$ cat src/design/hks_pkg.sv
package hks_pkg;

  localparam int OP_W     = 2;
  localparam int KEY_W    = 8;
  localparam int ADD_W    = 16;
  localparam int CNT_W    = 32;
  localparam int TOPC_W   = 5;

  localparam logic [OP_W-1:0] OP_CLEAR  = 2'd0;
  localparam logic [OP_W-1:0] OP_ADD    = 2'd1;
  localparam logic [OP_W-1:0] OP_REPORT = 2'd2;

  localparam logic [TOPC_W-1:0] TOP_COUNT_RESET = 5'd10;

  typedef enum logic [2:0] {
    ST_CLEAR,
    ST_IDLE,
    ST_ADD_WR,
    ST_TOTAL,
    ST_SCAN,
    ST_SCAN_END,
    ST_PICK,
    ST_OUT
  } state_t;

  // verdict of the shared compare unit on one candidate
  typedef struct packed {
    logic eligible;
    logic better;
  } cmp_res_t;

endpackage

$ cat src/design/hks_cmp.sv
module hks_cmp #(
  parameter int AW = 8
) (
  input  logic [hks_pkg::CNT_W-1:0] cand_val,
  input  logic [AW-1:0]             cand_key,
  input  logic [hks_pkg::CNT_W-1:0] best_val,
  input  logic                      have_best,
  input  logic [hks_pkg::CNT_W-1:0] prev_val,
  input  logic [AW-1:0]             prev_key,
  input  logic                      first_pick,
  output hks_pkg::cmp_res_t         res
);
  import hks_pkg::*;

  // a key ranks below the previous pick when its count is smaller, or equal
  // with a higher index; that replaces a per-key "already reported" mark
  always_comb begin
    res.eligible = first_pick || (cand_val < prev_val) ||
                   ((cand_val == prev_val) && (cand_key > prev_key));
    res.better   = !have_best || (cand_val > best_val);
  end

endmodule

$ cat src/design/hks_seq.sv
module hks_seq #(
  parameter int NUM_KEYS = 256,
  parameter int MAX_TOP  = 16
) (
  input  logic                              clk,
  input  logic                              rst_n,
  input  logic                              in_valid,
  output logic                              in_ready,
  input  logic [hks_pkg::OP_W-1:0]          in_op,
  input  logic [hks_pkg::KEY_W-1:0]         in_key,
  input  logic [hks_pkg::ADD_W-1:0]         in_add,
  input  logic [hks_pkg::TOPC_W-1:0]        top_count,
  output logic                              out_valid,
  input  logic                              out_ready,
  output logic [hks_pkg::KEY_W-1:0]         out_key,
  output logic [hks_pkg::CNT_W-1:0]         out_value,
  output logic [hks_pkg::CNT_W-1:0]         out_total,
  output logic                              out_last,
  output logic                              ram_we,
  output logic [$clog2(NUM_KEYS)-1:0]       ram_waddr,
  output logic [hks_pkg::CNT_W-1:0]         ram_wdata,
  output logic [$clog2(NUM_KEYS)-1:0]       ram_raddr,
  input  logic [hks_pkg::CNT_W-1:0]         ram_rdata
);
  import hks_pkg::*;

  localparam int AW  = $clog2(NUM_KEYS);
  localparam int LIM = (MAX_TOP < NUM_KEYS - 1) ? MAX_TOP : NUM_KEYS - 1;
  localparam int CW  = $clog2(MAX_TOP + 1);
  localparam logic [AW-1:0] LAST_ADDR = AW'(NUM_KEYS - 1);

  state_t state_r, state_nxt;

  logic [AW-1:0]    scan_addr_r, scan_addr_nxt;
  logic             pend_vld_r, pend_vld_nxt;
  logic [AW-1:0]    pend_addr_r, pend_addr_nxt;
  logic [AW-1:0]    key_r, key_nxt;
  logic [ADD_W-1:0] add_r, add_nxt;
  logic [CNT_W-1:0] total_r, total_nxt;
  logic [CW-1:0]    n_r, n_nxt;
  logic [CW-1:0]    picks_r, picks_nxt;
  logic             have_r, have_nxt;
  logic             first_r, first_nxt;
  logic [CNT_W-1:0] best_val_r, best_val_nxt;
  logic [AW-1:0]    best_key_r, best_key_nxt;
  logic [CNT_W-1:0] prev_val_r, prev_val_nxt;
  logic [AW-1:0]    prev_key_r, prev_key_nxt;
  logic             out_valid_r, out_valid_nxt;
  logic [KEY_W-1:0] out_key_r, out_key_nxt;
  logic [CNT_W-1:0] out_value_r, out_value_nxt;
  logic             out_last_r, out_last_nxt;

  logic [31:0]      key32;
  logic [AW-1:0]    key_addr;
  logic             key_ok;
  logic [31:0]      tc32;
  logic [31:0]      n32;
  logic             empty;
  logic [CNT_W:0]   sum;
  logic [CNT_W-1:0] sat_sum;
  logic [31:0]      best32;
  logic [CW-1:0]    picks_inc;
  logic             accept;
  logic             out_done;
  cmp_res_t         cmp_res;

  hks_cmp #(.AW(AW)) u_cmp (
    .cand_val   (ram_rdata),
    .cand_key   (pend_addr_r),
    .best_val   (best_val_r),
    .have_best  (have_r),
    .prev_val   (prev_val_r),
    .prev_key   (prev_key_r),
    .first_pick (first_r),
    .res        (cmp_res)
  );

  always_comb begin
    key32     = 32'(in_key);
    key_addr  = key32[AW-1:0];
    key_ok    = key32 < 32'(NUM_KEYS);
    tc32      = 32'(top_count);
    empty     = (tc32 == 32'd0) || (tc32 > 32'(NUM_KEYS));
    n32       = (tc32 > 32'(LIM)) ? 32'(LIM) : tc32;
    sum       = {1'b0, ram_rdata} + (CNT_W + 1)'(add_r);
    sat_sum   = sum[CNT_W] ? {CNT_W{1'b1}} : sum[CNT_W-1:0];
    best32    = 32'(best_key_r);
    picks_inc = picks_r + CW'(1);
    accept    = in_valid && (state_r == ST_IDLE);
    out_done  = out_valid_r && out_ready;
  end

  // next state
  always_comb begin
    state_nxt = state_r;
    case (state_r)
      ST_CLEAR: begin
        if (scan_addr_r == LAST_ADDR) state_nxt = ST_IDLE;
      end
      ST_IDLE: begin
        if (in_valid) begin
          case (in_op)
            OP_CLEAR:  state_nxt = ST_CLEAR;
            OP_ADD:    state_nxt = key_ok ? ST_ADD_WR : ST_IDLE;
            OP_REPORT: state_nxt = ST_TOTAL;
            default:   state_nxt = ST_IDLE;
          endcase
        end
      end
      ST_ADD_WR:   state_nxt = ST_IDLE;
      ST_TOTAL:    state_nxt = empty ? ST_IDLE : ST_SCAN;
      ST_SCAN: begin
        if (scan_addr_r == LAST_ADDR) state_nxt = ST_SCAN_END;
      end
      ST_SCAN_END: state_nxt = ST_PICK;
      ST_PICK:     state_nxt = ST_OUT;
      ST_OUT: begin
        if (out_ready) state_nxt = out_last_r ? ST_IDLE : ST_SCAN;
      end
      default:     state_nxt = ST_IDLE;
    endcase
  end

  // memory port control
  always_comb begin
    in_ready  = (state_r == ST_IDLE);
    ram_we    = 1'b0;
    ram_waddr = scan_addr_r;
    ram_wdata = '0;
    ram_raddr = '0;
    case (state_r)
      ST_CLEAR: begin
        ram_we = 1'b1;
      end
      ST_IDLE: begin
        ram_raddr = (in_op == OP_REPORT) ? '0 : key_addr;
      end
      ST_ADD_WR: begin
        ram_we    = 1'b1;
        ram_waddr = key_r;
        ram_wdata = sat_sum;
      end
      ST_SCAN: begin
        ram_raddr = scan_addr_r;
      end
      default: begin
        ram_we = 1'b0;
      end
    endcase
  end

  // datapath registers
  always_comb begin
    scan_addr_nxt = scan_addr_r;
    pend_vld_nxt  = (state_r == ST_SCAN);
    pend_addr_nxt = scan_addr_r;
    key_nxt       = key_r;
    add_nxt       = add_r;
    total_nxt     = total_r;
    n_nxt         = n_r;
    picks_nxt     = picks_r;
    have_nxt      = have_r;
    first_nxt     = first_r;
    best_val_nxt  = best_val_r;
    best_key_nxt  = best_key_r;
    prev_val_nxt  = prev_val_r;
    prev_key_nxt  = prev_key_r;
    out_valid_nxt = out_valid_r;
    out_key_nxt   = out_key_r;
    out_value_nxt = out_value_r;
    out_last_nxt  = out_last_r;

    if (accept) begin
      scan_addr_nxt = '0;
      key_nxt       = key_addr;
      add_nxt       = in_add;
    end
    if (state_r == ST_CLEAR || state_r == ST_SCAN) begin
      scan_addr_nxt = scan_addr_r + AW'(1);
    end
    if (state_r == ST_TOTAL) begin
      total_nxt     = ram_rdata;
      n_nxt         = n32[CW-1:0];
      picks_nxt     = '0;
      first_nxt     = 1'b1;
      have_nxt      = 1'b0;
      scan_addr_nxt = AW'(1);
    end
    if (pend_vld_r && cmp_res.eligible && cmp_res.better) begin
      have_nxt     = 1'b1;
      best_val_nxt = ram_rdata;
      best_key_nxt = pend_addr_r;
    end
    if (state_r == ST_PICK) begin
      out_valid_nxt = 1'b1;
      out_key_nxt   = best32[KEY_W-1:0];
      out_value_nxt = best_val_r;
      out_last_nxt  = (picks_inc == n_r);
      prev_val_nxt  = best_val_r;
      prev_key_nxt  = best_key_r;
      first_nxt     = 1'b0;
      picks_nxt     = picks_inc;
    end
    if (out_done) begin
      out_valid_nxt = 1'b0;
      have_nxt      = 1'b0;
      scan_addr_nxt = AW'(1);
    end
  end

  always_ff @(posedge clk) begin
    if (!rst_n) begin
      state_r     <= ST_CLEAR;
      scan_addr_r <= '0;
      pend_vld_r  <= 1'b0;
      out_valid_r <= 1'b0;
      have_r      <= 1'b0;
      first_r     <= 1'b1;
      picks_r     <= '0;
      n_r         <= '0;
    end else begin
      state_r     <= state_nxt;
      scan_addr_r <= scan_addr_nxt;
      pend_vld_r  <= pend_vld_nxt;
      out_valid_r <= out_valid_nxt;
      have_r      <= have_nxt;
      first_r     <= first_nxt;
      picks_r     <= picks_nxt;
      n_r         <= n_nxt;
    end
  end

  always_ff @(posedge clk) begin
    pend_addr_r <= pend_addr_nxt;
    key_r       <= key_nxt;
    add_r       <= add_nxt;
    total_r     <= total_nxt;
    best_val_r  <= best_val_nxt;
    best_key_r  <= best_key_nxt;
    prev_val_r  <= prev_val_nxt;
    prev_key_r  <= prev_key_nxt;
    out_key_r   <= out_key_nxt;
    out_value_r <= out_value_nxt;
    out_last_r  <= out_last_nxt;
  end

  assign out_valid = out_valid_r;
  assign out_key   = out_key_r;
  assign out_value = out_value_r;
  assign out_total = total_r;
  assign out_last  = out_last_r;

  a_out_only_in_out: assert property (@(posedge clk) disable iff (!rst_n)
    out_valid_r |-> (state_r == ST_OUT))
    else $error("result shown outside output state");

  a_no_write_in_scan: assert property (@(posedge clk) disable iff (!rst_n)
    (state_r == ST_SCAN || state_r == ST_SCAN_END || state_r == ST_PICK) |-> !ram_we)
    else $error("counter table written during a report");

  a_pick_has_best: assert property (@(posedge clk) disable iff (!rst_n)
    (state_r == ST_PICK) |-> have_r)
    else $error("scan ended with no candidate");

  a_last_ends_report: assert property (@(posedge clk) disable iff (!rst_n)
    (out_done && out_last_r) |=> (state_r == ST_IDLE))
    else $error("report did not end after last result");

  a_picks_bounded: assert property (@(posedge clk) disable iff (!rst_n)
    out_valid_r |-> (picks_r <= n_r) && (picks_r != '0))
    else $error("result count out of range");

endmodule

$ cat config.mk
export PLATFORM = sky130hd
export DESIGN_NAME = hks_seq
export DESIGN_NICKNAME = d
export VERILOG_FILES = /design/src/design/hks_pkg.sv /design/src/design/hks_cmp.sv /design/src/design/hks_seq.sv
export SDC_FILE = /design/constraint.sdc
export NUM_CORES = 1
export LEC_CHECK = 0
export BUFFER_PORTS_ARGS = -buffer_cell sky130_fd_sc_hd__buf_4
export CAP_MARGIN = 20
export CORE_ASPECT_RATIO = 1.2
export CORE_UTILIZATION = 55
export DETAILED_ROUTE_END_ITERATION = 10
export HOLD_SLACK_MARGIN = 0.08
export PLACE_DENSITY = 0.85
export RECOVER_POWER = 50
export SYNTH_ARGS = -nofsm -noshare
export SYNTH_HDL_FRONTEND = slang
export SYNTH_SLANG_ARGS = --single-unit
$ cat constraint.sdc
create_clock -name clk -period 5.8 [get_ports clk]
set_input_delay 0 -clock clk [delete_from_list [all_inputs] [get_ports clk]]
set_output_delay 0 -clock clk [all_outputs]
set_load 0.1 [all_outputs]
==> key figures, run 1 <==
Outcome
  • Status: completed

Logic synthesis
  • Synth Cell Area: 8985 sq um
  • Most area-hungry cell type in the Yosys netlist: edfxtp_1
  • Synth area leaders: edfxtp_1 (46%), ha_1 (13%), dfxtp_1 (7.4%)
  • Post-synthesis cell type count: 67
  • Number of synthesized flops with an enable pin: 137
  • Async S/R FF share, synth: 0%
  • Syn Inst Count: 820
  • Mapped Nets: 980
  • Post-synth top area share: 45.79%
  • Sequential-to-total area share from yosys stat: 53.14%
  • Syn. warnings: 0
  • Top_reg_cell synth: edfxtp_1
  • #FFs+latches synth: 170
  • Mean Syn Cell Area: 10.96 sq um

Global route
  • First-pass GRT wire length: 37960 um
  • Vias in the first global route: 7481
  • Gr usage total: 29.68%
  • Total grt overflow: 0
  • Antenna violations before repair: 0
  • Largest net degree at the start of global routing: 33

Die
  • Row cnt: 50
  • Initial core utilization: 56.99%
  • Top Ports: 191
  • Die area: 16850 sq um
  • Die Span Y: 142.0 um
  • Core ar.: 15770 sq um
  • Die Width: 118.7 um

Timing
  • Final period utilization: 61.61%
  • Worst slew margin: 16.65%
  • PnR worst setup slack: 2.227 ns
  • Setup TNS: 0 ns
  • Finish-stage setup viols: 0
  • Post-Route Skew: 0.01037 ns
  • Worst Tran Pin Value: 1.256 ns
  • Post-layout minimum cycle time: 3.573 ns
  • Final hold vios: 0
  • RSZ-0062 raised after global routing: no
  • FMAX: 279.9 MHz
  • Slew Limit Fails: 0

Worst setup path
  • Startpoint types: flip-flop
  • R2r startpoint: out_value[7]$_DFFE_PP_
  • CP endpoint kind: output pin
  • R2r setup slk: 2.63 ns
  • CP Max Fanout: 20
  • FF-to-FF End: best_val_r[26]$_DFFE_PP_
  • Crit path kind: flip-flop to output pin
  • WP data required: 5.80 ns
  • R2R cell count: 9
  • WP data arrival: 3.57 ns

Finish
  • Fin nets: 1238
  • Layout cell share with drive strength beyond 1: 12.83%
  • Fin area: 11480 sq um
  • Inserted Diodes: 0
  • Area growth syn-to-layout: 27.73%
  • Fill count: 1147

Placed design
  • DP Wirelength: 16600 um
  • GPL Wtd Cong: 0.8599
  • Placed Area: 10620 sq um
  • PortBufs: 190
  • Post-place setup slack: 2.626 ns

Route
  • DR WL/cell: 18.88 um
  • Routed vias: 7521
  • Antenna viol nets, final: 0
  • DRT Pass-1 Iters: 5
  • DRC errors left: 0
  • Drt initial violations: 628
  • Drt via density: 5.790
  • Detailed Route WL: 24530 um

CTS
  • Worst-Skew Late Latency: 0.43 ns
  • Clock Sinks: 170
  • Root Buffer: clkbuf_16
  • Clock buffer count from CTS: 17
  • CTS tree: done
  • CTS clk-pin slew, worst paths: 0.07 ns
  • Clk buf depth: 2
  • CTS H-Tree Depth: 4

Power
  • Max VDD drop: 0.1565 mV
  • Power Dens Cells: 231.5 nW/um^2
  • Lkg Pwr: 0.004760 uW

Worst hold path
  • Worst Hold Depth: 6
  • Worst min path class: primary input to flip-flop
  • Hold path endpoint: state_r[1]$_SDFFE_PN0P_
  • HP Start: in_op[0]

Flow run
  • Max Cap Viol: 0
[worst max-delay path by stage]
stage / from / endpoint / slack [ns] / cells past startpoint
after CTS: add_r[0]$_DFFE_PP_ / ram_wdata[20] / 2.26 / 10
final: add_r[7]$_DFFE_PP_ / ram_wdata[23] / 2.23 / 9
after global routing: add_r[7]$_DFFE_PP_ / ram_wdata[23] / 1.95 / 9
after global placement: out_value[5]$_DFFE_PP_ / best_val_r[5]$_DFFE_PP_ / 2.71 / 9
after floorplan: out_value[21]$_DFFE_PP_ / best_key_r[0]$_DFFE_PP_ / 0.006 / 8
after detailed placement: out_value[7]$_DFFE_PP_ / best_val_r[4]$_DFFE_PP_ / 2.63 / 9
[critical path: stages (launching register included)]
cell	delay, ns
edfxtp_1	0.38
ha_1	0.41
o21ai_0	0.17
a211oi_1	0.26
nand2_1	0.16
o211ai_1	0.21
a21o_1	0.35
nand3_4	0.30
a211oi_1	0.52
buf_4	0.38
[cell usage after synthesis (all sizes together) (2+ instances only)]
cell type / instances
a211oi: 6
xor2: 13
and3: 18
o21a: 3
a2111oi: 2
a31oi: 10
ha: 92
clkbuf: 17
nor2: 46
and2: 8
nand3: 30
nor3: 10
nand2b: 2
nand2: 69
o21ai: 36
nand3b: 10
a21oi: 76
inv: 83
nand4: 21
buf: 6
edfxtp: 137
o211ai: 9
nor2b: 5
or2: 4
xnor2: 10
o211a: 2
nor4: 5
dfxtp: 33
a21o: 14
o21bai: 2
nor3b: 2
a311oi: 5
a22oi: 13
nor4b: 2
[flip-flops by register name, summed over array words and instances (netlist names), 3 cells and up]
| signal | count |
|---|---|
| key_r | 8 |
| pend_addr_r | 8 |
| state_r | 3 |
| out_total | 32 |
| best_val_r | 32 |
| best_key_r | 8 |
| picks_r | 5 |
| pend_addr_nxt | 8 |
| out_key | 8 |
| n_r | 5 |
| out_value | 32 |
| add_r | 16 |
[final cells by class]
type / instances / area [sq um] / area share, %
multi-input cells: 543 / 3809 / 33.19
repair buffers: 262 / 1754 / 15.29
inverters: 84 / 315.3 / 2.747
flip-flops and latches: 170 / 4775 / 41.60
well taps: 208 / 260.3 / 2.268
clock buffers: 18 / 429.2 / 3.740
clock inverters: 14 / 133.9 / 1.167
[per-layer routing]
metal / vias up / part of all wire, % / global-route usage (%)
met5: - / 0 / 0
met4: 0 / 3.7 / 14.86
met3: 71 / 8.0 / 6.691
met2: 408 / 51 / 51.68
met1: 3503 / 37 / 34.50
li1: 3539 / - / -
[cell usage in the layout (no fill, tap or decap), types with 4 or more instances in the layout]
cell type	instances
or2_2	4
clkbuf_4	21
xor2_1	13
o21ai_0	33
buf_4	68
xnor2_1	10
nor4_1	4
a21oi_1	76
o211ai_1	8
a31oi_1	9
clkbuf_16	17
and2_1	7
edfxtp_1	137
dlygate4sd3_1	66
nand4_1	20
inv_1	81
inv_6	5
dfxtp_1	33
a22oi_1	13
and3_1	17
nor2_1	46
nand3_1	28
a311oi_1	4
a21o_1	14
nor2b_1	5
ha_1	91
nor3_1	10
a211oi_1	5
nand2_1	69
nand3b_1	10
clkbuf_1	107
[logic make-up after synthesis]
| group | Yosys count | share of synthesized area [%] |
|---|---|---|
| fa+ha+maj | 93 | 13.03 |
| flops | 170 | 53.14 |
| buf+inv | 107 | 4.679 |
| compound gates | 190 | 13.34 |
| mux | 1 | 0.1114 |
| simple gates | 236 | 13.45 |
| xor+xnor | 23 | 2.242 |
[where the power goes]
| part | total [uW] | switching, uW | internal [uW] |
|---|---|---|---|
| Sequential | 1320 | 5.64 | 1310 |
| Clock | 1100 | 501 | 602 |
| Combinational | 234 | 132 | 102 |
[per-stage QoR]
step	util, %	hold WS, ns	std cells	power (uW)
global placement	67.38	0.1790	1200	1541
finish	72.79	0.1261	1299	2657
floorplan	-	0.07183	820	1459
CTS	75.14	0.1008	1298	2673
global route	72.79	0.1733	1299	2736
detailed placement	67.38	0.1799	1200	1548
[repair_timing]
action,in CTS,in global routing
buffers inserted,0,0
gates resized for setup,0,0
endpoints found under the hold margin,108,0
hold buffers,66,0
Power figures use the tool's default switching activity.
==> inputs of run 2 (changes only) <==
clock period = 3.5 ns   (was 5.8 ns; I/O delays follow)
==> key figures, run 2 (synthesis gave the netlist of run 1 again) <==
Timing
  • Final hold vios: 0
  • RSZ-0062 raised after global routing: no
  • Worst slew margin: 17.17%
  • Slew Limit Fails: 0
  • Post-Route Skew: 0.009306 ns
  • Finish-stage setup viols: 0
  • Post-layout minimum cycle time: 3.359 ns
  • Final period utilization: 95.98%
  • Worst Tran Pin Value: 1.248 ns
  • PnR worst setup slack: 0.1408 ns
  • FMAX: 297.7 MHz

CTS
  • Clock Sinks: 170
  • Worst-Skew Late Latency: 0.43 ns
  • Clock buffer count from CTS: 17
  • CTS tree: done
  • Root Buffer: clkbuf_16
  • Post-CTS Setup Inserts: 0
  • CTS H-Tree Depth: 4
  • Clk buf depth: 2
  • CTS clk-pin slew, worst paths: 0.07 ns

Flow run
  • Max Cap Viol: 0

Die
  • Die Width: 118.7 um
  • Initial core utilization: 56.99%
  • Core ar.: 15770 sq um
  • Die area: 16850 sq um
  • Top Ports: 191
  • Row cnt: 50
  • Die Span Y: 142.0 um

Worst setup path
  • CP Max Fanout: 8
  • Crit path cell chain: ha_1, nand4_2, nor4b_4, o211ai_2, a31oi_4, and4_1, a31oi_1, a311oi_2, buf_4
  • CP max stage cell: ha_1
  • Startpoint types: flip-flop
  • Worst path max stage delay: 0.45 ns
  • Crit path kind: flip-flop to output pin
  • WP data required: 3.50 ns
  • WP data arrival: 3.36 ns
  • R2R cell count: 9
  • CP endpoint kind: output pin

Finish
  • Area growth syn-to-layout: 28.74%
  • Multi-input combinational cell area: 3864 sq um
  • Inserted Diodes: 0
  • Fin nets: 1239
  • Commonest non-fill, non-tap cells in the layout: edfxtp_1 (137), clkbuf_1 (109), ha_1 (91)
  • Core Util, Final: 73.37%
  • Fill count: 1160
  • Most common cell after layout, fill and taps aside: edfxtp_1
  • FF+latch area: 4775 sq um
  • Layout cell share with drive strength beyond 1: 13.64%

Global route
  • Vias in the first global route: 7504
  • Antenna violations before repair: 0
  • Largest net degree at the start of global routing: 25
  • Total grt overflow: 0
  • First-pass GRT wire length: 37850 um
  • Gr usage total: 29.30%

Placed design
  • Post-place setup slack: 0.5224 ns
  • GPL Wtd Cong: 0.8960
  • DP Wirelength: 17080 um
  • PortBufs: 190

Power
  • Pwr Total: 4454 uW
  • Power Dens Cells: 385.0 nW/um^2
  • Max VDD drop: 0.3025 mV
  • Lkg Pwr: 0.004789 uW

Route
  • Drt via density: 5.779
  • Drt initial violations: 453
  • DRT Pass-1 Iters: 5
  • DRC errors left: 0
  • Detailed Route WL: 24140 um
  • Antenna viol nets, final: 0
  • DR WL/cell: 18.57 um
  • Routed vias: 7513

Outcome
  • Status: completed

Worst hold path
  • Worst Hold Depth: 6
  • Worst min path class: primary input to flip-flop
==> run 2: cell types whose count changed in the layout (fill, tap and decap cells not counted), moves of 3 or more <==
cell and change:
a311oi_1 -3, clkbuf_16 +3, clkbuf_8 +3, clkinv_2 -3, inv_6 -4
==> run 2: layout make-up <==
cell class,instances,share of cell area [%]
flip-flops and latches,170,41.28
multi-input cells,543,33.40
repair buffers,263,15.14
clock buffers,26,4.813
inverters,84,2.726
well taps,208,2.250
clock inverters,6,0.3894
==> run 2: worst max-delay path, delay by kind of cell (launching register included) <==
kind	cells	cell delay [ns]
AO/OA/AOI/OAI	4	0.95
AND/OR/NAND/NOR	3	0.79
flip-flops	1	0.37
adder cells (fa/ha/maj)	1	0.45
buffers and inverters	1	0.36
==> run 2: report_power, final <==
part | internal [uW] | total [uW] | switching [uW]
Combinational | 169 | 385 | 216
Sequential | 2180 | 2190 | 9.62
Clock | 1110 | 1880 | 774
==> run 2: repair_timing <==
action,4_1_cts,5_1_grt
hold buffers,65,0
gates resized for setup,0,2
setup endpoints to repair,0,6
endpoints found under the hold margin,109,0
==> run 2: stage by stage <==
step	cell area, sq um	hold WS [ns]	TNS [ns]	instances
2_1_floorplan	9057	0.07183	-93.28	820
3_3_place_gp	10710	0.1800	0	1203
3_5_place_dp	10710	0.1795	0	1203
4_1_cts	11960	0.1079	0	1300
5_1_grt	11570	0.1774	0	1300
6_report	11570	0.1399	0	1300
==> run 2: layer usage <==
layer	GRT usage, %	vias up	wire length [um]
li1	-	3548	-
met1	33.11	3579	9124
met2	53.62	327	12540
met3	5.970	59	1684
met4	12.46	0	790
met5	0	-	0
==> run 2: worst paths after layout <==
path | start | to | slack, ns
worst max-delay path | add_r[6]$_DFFE_PP_ | ram_wdata[31] | 0.14
worst min-delay path | in_op[0] | state_r[1]$_SDFFE_PN0P_ | 0.14
worst max register to register | out_value[19]$_DFFE_PP_ | best_val_r[24]$_DFFE_PP_ | 0.54
worst min register to register | best_key_r[0]$_DFFE_PP_ | out_key[0]$_DFFE_PP_ | 0.42
